[config.mk]
export PLATFORM = sky130hd
export DESIGN_NAME = integral_antiwindup_two_axis
export DESIGN_NICKNAME = d
export VERILOG_FILES = /design/src/rtl/iaw_pkg.sv /design/src/rtl/integral_antiwindup_two_axis.sv
export SDC_FILE = /design/constraint.sdc
export NUM_CORES = 2
export LEC_CHECK = 0
export BUFFER_PORTS_ARGS = -buffer_cell sky130_fd_sc_hd__clkbuf_2
export CELL_PAD_IN_SITES_DETAIL_PLACEMENT = 1
export CELL_PAD_IN_SITES_GLOBAL_PLACEMENT = 2
export CORE_MARGIN = 4
export CORE_UTILIZATION = 40
export DETAILED_ROUTE_END_ITERATION = 6
export PLACE_DENSITY = 0.77
export SLEW_MARGIN = 20
export SYNTH_ARGS = -nofsm -noshare
export SYNTH_HDL_FRONTEND = slang
export SYNTH_SLANG_ARGS = --single-unit
[constraint.sdc]
create_clock -name i_clk -period 16.9 [get_ports i_clk]
set_input_delay 0.845 -clock i_clk [delete_from_list [all_inputs] [get_ports i_clk]]
set_output_delay 0.845 -clock i_clk [all_outputs]
set_load 0.02 [all_outputs]
[src/rtl/iaw_pkg.sv]
// iaw_pkg: shared widths, register indexes and q16.16 helpers for the
// two-axis integral block with back-calculation anti-windup
// no dependencies
package iaw_pkg;

    // q16.16 fixed point
    localparam int DATA_W  = 32;
    localparam int QFRAC   = 16;
    localparam int OPA_W   = 33;
    localparam int OPB_W   = 32;
    localparam int PROD_W  = OPA_W + OPB_W - 1 + 1;
    localparam int QP_W    = PROD_W - QFRAC;
    localparam int SUM_W   = QP_W + 2;
    localparam int UCFG_W  = 31;

    // configuration register indexes
    localparam logic [2:0] REG_PP_GAIN  = 3'd0;
    localparam logic [2:0] REG_PY_GAIN  = 3'd1;
    localparam logic [2:0] REG_YP_GAIN  = 3'd2;
    localparam logic [2:0] REG_YY_GAIN  = 3'd3;
    localparam logic [2:0] REG_P_RECIP  = 3'd4;
    localparam logic [2:0] REG_Y_RECIP  = 3'd5;
    localparam logic [2:0] REG_LIMIT    = 3'd6;
    localparam logic [2:0] REG_PERIOD   = 3'd7;

    // reset values
    localparam logic [UCFG_W-1:0] RECIP_RST  = 31'd65536;
    localparam logic [UCFG_W-1:0] LIMIT_RST  = 31'd655360;
    localparam logic [UCFG_W-1:0] PERIOD_RST = 31'd66;

    typedef logic signed [PROD_W-1:0] t_prod;
    typedef logic signed [QP_W-1:0]   t_qprod;
    typedef logic signed [SUM_W-1:0]  t_sum;
    typedef logic signed [DATA_W-1:0] t_q16;

    // drop the fraction of a product, rounding toward zero
    function automatic t_qprod f_qtrunc(input t_prod p);
        t_prod t;
        t = p + (p[PROD_W-1] ? t_prod'((1 << QFRAC) - 1) : t_prod'(0));
        return t[PROD_W-1:QFRAC];
    endfunction

    // saturate a wide sum to the signed 32-bit range
    function automatic t_q16 f_sat32(input t_sum x);
        logic hi_same;
        hi_same = (&x[SUM_W-1:DATA_W-1]) | ~(|x[SUM_W-1:DATA_W-1]);
        if (hi_same) begin
            return x[DATA_W-1:0];
        end else if (x[SUM_W-1]) begin
            return {1'b1, {(DATA_W-1){1'b0}}};
        end else begin
            return {1'b0, {(DATA_W-1){1'b1}}};
        end
    endfunction

endpackage

[src/rtl/integral_antiwindup_two_axis.sv]
// integral action with back-calculation anti-windup for pitch and yaw axes
// one shared 33x32 signed multiplier under a small sequencer; uses iaw_pkg
// steps: mul_y, rate, mul_t, integ, clamp, mul_c, corr; a new item is taken only
// after corr has loaded the output; the multiplier is used four times per item,
// every step ends in a register, and a stalled output beat holds the last step
// reset (synchronous, active low): both integrators and corrections to zero,
// gains zero, 1/tr 1.0, limit 10.0, sample period 66/65536
module integral_antiwindup_two_axis
    import iaw_pkg::*;
(
    input  logic                     i_clk,
    input  logic                     i_rst_n,
    // configuration port
    input  logic                     psel,
    input  logic                     penable,
    input  logic                     pwrite,
    input  logic [4:0]               paddr,
    input  logic [31:0]              pwdata,
    output logic [31:0]              prdata,
    output logic                     pready,
    // input channel
    input  logic                     i_in_valid,
    output logic                     o_in_stall,
    input  logic                     i_func,
    input  logic signed [DATA_W-1:0] i_pitch_error,
    input  logic signed [DATA_W-1:0] i_yaw_error,
    // output channel
    output logic                     o_out_valid,
    input  logic                     i_out_stall,
    output logic signed [DATA_W-1:0] o_integral_drive
);

    // sequencer codes
    localparam logic [2:0] S_IDLE  = 3'd0;
    localparam logic [2:0] S_MUL_Y = 3'd1;
    localparam logic [2:0] S_RATE  = 3'd2;
    localparam logic [2:0] S_MUL_T = 3'd3;
    localparam logic [2:0] S_INTEG = 3'd4;
    localparam logic [2:0] S_CLAMP = 3'd5;
    localparam logic [2:0] S_MUL_C = 3'd6;
    localparam logic [2:0] S_CORR  = 3'd7;

    // configuration registers
    logic signed [DATA_W-1:0] r_gain_pp, r_gain_py, r_gain_yp, r_gain_yy;
    logic [UCFG_W-1:0]        r_recip_p, r_recip_y, r_limit, r_period;

    // axis state
    t_q16 r_integ [2];
    t_q16 r_corr  [2];

    // sequencer and working registers
    logic [2:0]              r_state, n_state;
    logic                    r_ax;
    t_q16                    r_ye;
    t_prod                   r_prod;
    logic signed [SUM_W-2:0] r_acc;
    t_q16                    r_rate;
    t_q16                    r_drive;
    logic signed [OPA_W-1:0] r_diff;
    logic                    r_out_valid;
    t_q16                    r_out;

    logic                    w_cfg_wr;
    logic                    w_in_acc;
    logic                    w_out_load;
    logic                    w_prod_en;
    logic signed [OPA_W-1:0] w_mul_a;
    logic signed [OPB_W-1:0] w_mul_b;
    t_prod                   w_prod;
    t_qprod                  w_qp;
    logic signed [SUM_W-2:0] n_acc;
    t_q16                    n_rate;
    t_q16                    n_integ;
    t_q16                    n_corr;
    logic signed [OPA_W-1:0] w_lim;
    logic signed [OPA_W-1:0] w_integ_x;
    logic signed [OPA_W-1:0] n_drive;
    logic signed [OPA_W-1:0] n_diff;

    assign pready      = 1'b1;
    assign w_cfg_wr    = psel & penable & pwrite & pready;
    assign o_in_stall  = (r_state != S_IDLE);
    assign w_in_acc    = i_in_valid & ~o_in_stall;
    assign w_out_load  = (r_state == S_CORR) & (~r_out_valid | ~i_out_stall);
    assign o_out_valid = r_out_valid;
    assign o_integral_drive = r_out;

    // register read back
    always_comb begin
        case (paddr[4:2])
            REG_PP_GAIN: prdata = r_gain_pp;
            REG_PY_GAIN: prdata = r_gain_py;
            REG_YP_GAIN: prdata = r_gain_yp;
            REG_YY_GAIN: prdata = r_gain_yy;
            REG_P_RECIP: prdata = {1'b0, r_recip_p};
            REG_Y_RECIP: prdata = {1'b0, r_recip_y};
            REG_LIMIT:   prdata = {1'b0, r_limit};
            REG_PERIOD:  prdata = {1'b0, r_period};
            default:     prdata = '0;
        endcase
    end

    // register writes
    always_ff @(posedge i_clk) begin
        if (!i_rst_n) begin
            r_gain_pp <= '0;
            r_gain_py <= '0;
            r_gain_yp <= '0;
            r_gain_yy <= '0;
            r_recip_p <= RECIP_RST;
            r_recip_y <= RECIP_RST;
            r_limit   <= LIMIT_RST;
            r_period  <= PERIOD_RST;
        end else if (w_cfg_wr) begin
            case (paddr[4:2])
                REG_PP_GAIN: r_gain_pp <= pwdata;
                REG_PY_GAIN: r_gain_py <= pwdata;
                REG_YP_GAIN: r_gain_yp <= pwdata;
                REG_YY_GAIN: r_gain_yy <= pwdata;
                REG_P_RECIP: r_recip_p <= pwdata[UCFG_W-1:0];
                REG_Y_RECIP: r_recip_y <= pwdata[UCFG_W-1:0];
                REG_LIMIT:   r_limit   <= pwdata[UCFG_W-1:0];
                REG_PERIOD:  r_period  <= pwdata[UCFG_W-1:0];
                default: begin
                end
            endcase
        end
    end

    // shared multiplier operand select
    always_comb begin
        w_prod_en = 1'b0;
        w_mul_a   = '0;
        w_mul_b   = '0;
        case (r_state)
            S_IDLE: begin
                w_prod_en = w_in_acc;
                w_mul_a   = OPA_W'(i_pitch_error);
                w_mul_b   = i_func ? r_gain_yp : r_gain_pp;
            end
            S_MUL_Y: begin
                w_prod_en = 1'b1;
                w_mul_a   = OPA_W'(r_ye);
                w_mul_b   = r_ax ? r_gain_yy : r_gain_py;
            end
            S_MUL_T: begin
                w_prod_en = 1'b1;
                w_mul_a   = OPA_W'(r_rate);
                w_mul_b   = {1'b0, r_period};
            end
            S_MUL_C: begin
                w_prod_en = 1'b1;
                w_mul_a   = r_diff;
                w_mul_b   = {1'b0, (r_ax ? r_recip_y : r_recip_p)};
            end
            default: begin
            end
        endcase
    end

    assign w_prod = w_mul_a * w_mul_b;
    assign w_qp   = f_qtrunc(r_prod);

    // datapath next values
    always_comb begin
        n_acc     = (SUM_W-1)'(w_qp) + (SUM_W-1)'(r_corr[r_ax]);
        n_rate    = f_sat32(t_sum'(r_acc) + t_sum'(w_qp));
        n_integ   = f_sat32(t_sum'(r_integ[r_ax]) + t_sum'(w_qp));
        n_corr    = f_sat32(t_sum'(w_qp));
        w_lim     = {2'b00, r_limit};
        w_integ_x = OPA_W'(r_integ[r_ax]);
        if (w_integ_x < -w_lim) begin
            n_drive = -w_lim;
        end else if (w_integ_x > w_lim) begin
            n_drive = w_lim;
        end else begin
            n_drive = w_integ_x;
        end
        n_diff = n_drive - w_integ_x;
    end

    // sequencer
    always_comb begin
        n_state = r_state;
        case (r_state)
            S_IDLE:  if (w_in_acc) n_state = S_MUL_Y;
            S_MUL_Y: n_state = S_RATE;
            S_RATE:  n_state = S_MUL_T;
            S_MUL_T: n_state = S_INTEG;
            S_INTEG: n_state = S_CLAMP;
            S_CLAMP: n_state = S_MUL_C;
            S_MUL_C: n_state = S_CORR;
            S_CORR:  if (w_out_load) n_state = S_IDLE;
            default: n_state = S_IDLE;
        endcase
    end

    // control state and axis state
    always_ff @(posedge i_clk) begin
        if (!i_rst_n) begin
            r_state     <= S_IDLE;
            r_out_valid <= 1'b0;
            r_integ[0]  <= '0;
            r_integ[1]  <= '0;
            r_corr[0]   <= '0;
            r_corr[1]   <= '0;
        end else begin
            r_state <= n_state;
            if (w_out_load) begin
                r_out_valid <= 1'b1;
            end else if (~i_out_stall) begin
                r_out_valid <= 1'b0;
            end
            if (r_state == S_INTEG) begin
                r_integ[r_ax] <= n_integ;
            end
            if (w_out_load) begin
                r_corr[r_ax] <= n_corr;
            end
        end
    end

    // working registers
    always_ff @(posedge i_clk) begin
        if (w_in_acc) begin
            r_ax <= i_func;
            r_ye <= i_yaw_error;
        end
        if (w_prod_en) begin
            r_prod <= w_prod;
        end
        if (r_state == S_MUL_Y) begin
            r_acc <= n_acc;
        end
        if (r_state == S_RATE) begin
            r_rate <= n_rate;
        end
        if (r_state == S_CLAMP) begin
            r_drive <= n_drive[DATA_W-1:0];
            r_diff  <= n_diff;
        end
        if (w_out_load) begin
            r_out <= r_drive;
        end
    end

endmodule
==> flow_summary_export.csv <==
group,metric,value,unit
synth,synth_edf_count,405,
critical_path,cp-end-kind,"flop",
floorplan,start_util,0.403,
critical_path,cp_top_family,"adder cells",
critical_path,cp_slowest_cell,"clkinv_1",
detailed_routing,drtAntennaViolNets,0,
synth,synthArstFlopShare,0,
synth,syn_area,78500,um^2
flow_run,max_cap_viol_count,0,
min_path,hold_class,"input pin to flop",
critical_path,cpPeakStageDelay,0.89,ns
critical_path,start_kind,"flop",
clocking,postCtsSetupBuffers,0,
timing,finalCritPeriodShare,0.700,
placed_design,place_inst,11100,
critical_path,required,17.35,ns
power_and_ir_drop,power_density,74.8,nW/um^2
clocking,cts.path.max_buffers,3,
global_routing,grt_pass1_vias,69500,
timing,fmax,0.0846,GHz
final_layout,nets,10300,
synth,synth-xor-area-share,0.0332,
global_routing,grt_overflow_total,0,
synth,yosysSeqAreaShare,0.220,
critical_path,crit_path_frequent_cell,"fa_1",
synth,yosysWarnings,0,
clocking,cts_sinks,662,
synth,netlist_top_cells_area,"fa_1 28%, edfxtp_1 15%, ha_1 7.1%",
outcome,outcome,"finished clean",
detailed_routing,drcViolationCount,0,
floorplan,rows,162,
timing,report.final.hold_viol_count,0,
clocking,root_buffer,"clkbuf_16",
detailed_routing,drt_iter0_drc,4699,
floorplan,io_pins,176,
synth,syn_avg_cell_area,9.13,um^2
placed_design,gp_congestion,0.943,
detailed_routing,via_per_inst,5.71,
timing,fin_ws,5.08,ns
synth,syn_inst,8597,
floorplan,dieArea,203000,um^2
clocking,cts_buffers,82,
critical_path,worst-path-buf-inv,6,
detailed_routing,first_pass_iters,5,
timing,rsz0062_at_grt,"no",
timing,worstMarginPinSlew,1.21,ns
timing,setup_viol,0,
synth,synth_common_cells,"1222 x inv_1, 1203 x nand2_1, 1116 x fa_1",
synth,syn_nets,10300,
synth,synth_top_family_by_area,"adder cells",
detailed_routing,wl_per_cell,27.7,um
floorplan,core,195000,um^2
clocking,cts_resized,0,
synth,synth-compound-area-share,0.136,
clocking,cts_tree,"done",
placed_design,io_buffers,172,
placed_design,placed_area,82800,um^2
detailed_routing,vias,64300,
clocking,clkSlewWorstSetupHoldPaths,0.06,ns
power_and_ir_drop,vdd_drop_max,0.0975,mV
power_and_ir_drop,power_leakage,38.2,nW
timing,drv_slew,0,
floorplan,die_h,451,um
critical_path,path_class,"flop to flop",
synth,ys_ff_latch,662,
timing,fin_crit,11.82,ns
final_layout,fin_cells,11300,
global_routing,grt_usage,0.306,
detailed_routing,drt_wl_total,313,mm
clocking,insertion_delay,0.74,ns
timing,fin_tns_setup,0,ns
global_routing,grt_pass1_wl,463,mm
synth,synthFlopType,"edfxtp_1",
final_layout,fin_area,85500,um^2
global_routing,grt_max_degree,112,
global_routing,grt_antenna_before_repair,20,
floorplan,dieWidth,451,um
final_layout,drive_above_1_share,0.0839,
placed_design,post-dp-hpwl,235,mm
critical_path,cp_max_fo,33,
synth,synth_adder_area_share,0.355,
synth,synth_top_area_share,0.285,
synth,synth_mux_area_frac,0.0328,
clocking,postCtsHoldBufs,0,
timing,fin_skew,0.0670,ns
clocking,cts_max_level,3,
critical_path,crit_arrival,12.27,ns
timing,slew_headroom,0.196,
synth,synth.most_common_cell,"inv_1",
final_layout,area_delta_synth_final,8.84,%
placed_design,dp_slack,5.24,ns
synth,yosys.cell_types.count,102,
synth,synth_simple_gate_area_frac,0.140,
synth,yosysTopAreaCell,"fa_1",
-- stage by stage --
| stage | utilization | hold slack, ns | total power, mW |
|---|---|---|---|
| 5_1_grt | 0.438 | 0.260 | 6.71 |
| 3_3_place_gp | 0.425 | 0.406 | 4.56 |
| 3_5_place_dp | 0.425 | 0.406 | 4.61 |
| 2_1_floorplan | - | 0.400 | 3.62 |
| 4_1_cts | 0.438 | 0.231 | 6.40 |
| 6_report | 0.438 | 0.276 | 6.39 |
-- flip-flops by register name, summed over array words and instances, names as in the netlist, 3 cells and up, named ones only --
register / flops
r_prod: 65
r_corr: 64
r_integ: 64
r_acc: 50
r_diff: 33
o_integral_drive: 32
r_drive: 32
r_gain_pp: 32
r_gain_py: 32
r_gain_yp: 32
r_gain_yy: 32
r_rate: 32
r_ye: 32
r_limit: 31
r_period: 31
r_recip_p: 31
r_recip_y: 31
r_state: 3
-- logic make-up after synthesis --
group           after synthesis
fa+ha+maj                  1561
other cells                   1
mux                         227
flops                       662
simple gates               2599
buf+inv                    1678
compound gates             1571
xor+xnor                    298
-- worst paths after layout --
kind                                 startpoint                  end  slack [ns]  cells after the start
worst max-delay path                       r_ax           r_prod[64]        5.08                     27
worst min-delay path            i_yaw_error[30]             r_ye[30]        0.28                      1
worst max register to register             r_ax           r_prod[64]        5.08                     27
worst min register to register       r_drive[7]  o_integral_drive[7]        0.40                      0
-- final cells by class --
| cell class | instances | area, um^2 |
|---|---|---|
| Timing Repair Buffer | 353 | 2230 |
| Inverter | 1225 | 4600 |
| Clock buffer | 103 | 2180 |
| Clock inverter | 44 | 457 |
| Sequential cell | 662 | 17300 |
| Tap cell | 2624 | 3280 |
| Antenna cell | 9 | 22.5 |
| Fill cell | 22500 | 110000 |
| Multi-Input combinational cell | 6257 | 55400 |
-- worst register-to-register path, stage by stage (launching register included) --
cell and delay [ns]:
edfxtp_1 0.65, buf_4 0.67, buf_4 0.71, mux2i_1 0.27, o22a_1 0.15, buf_4 0.50, clkinv_1 0.91, fa_1 0.81
inv_1 0.05, fa_1 0.55, fa_1 0.45, fa_1 0.54, inv_1 0.05, fa_1 0.50, fa_1 0.57, fa_1 0.44
fa_1 0.50, ha_1 0.36, nand4_1 0.21, o21a_1 0.19, o221ai_1 0.37, o2111ai_1 0.44, a211oi_1 0.19, o211a_1 0.32
a221oi_1 0.61, o21ai_0 0.21, a21oi_1 0.20, xnor2_1 0.09
-- layout by cell type, fill, tap and decap left out, types with 74 or more instances in the layout --
master,count
a21oi_1,309
nor2_1,861
mux2_2,74
o21ai_0,273
a21boi_0,258
clkbuf_16,83
buf_4,182
inv_1,1222
xnor2_1,211
nand3_1,103
ha_1,445
nand2_1,1198
fa_1,1116
edfxtp_1,405
mux2i_1,136
a21o_1,131
clkbuf_2,168
dfxtp_1,256
xor2_1,87
-- layer usage --
metal  vias up  track usage  share of wire
met5         -            0       0.000051
met4         2        0.144          0.056
met3       548       0.0482          0.062
met2      1995        0.499           0.47
met1     33700        0.401           0.42
li1      28100            -              -
-- report_power, final --
group / internal [mW] / switching (mW) / total (mW) / leakage (nW)
combinational: 0.861 / 1.81 / 2.67 / 30.9
clock: 0.987 / 0.783 / 1.77 / 1.29
sequential: 1.88 / 0.0770 / 1.95 / 6.01
total: 3.73 / 2.67 / 6.39 / 38.2
Note: power is estimated with default switching activity, not from simulation.
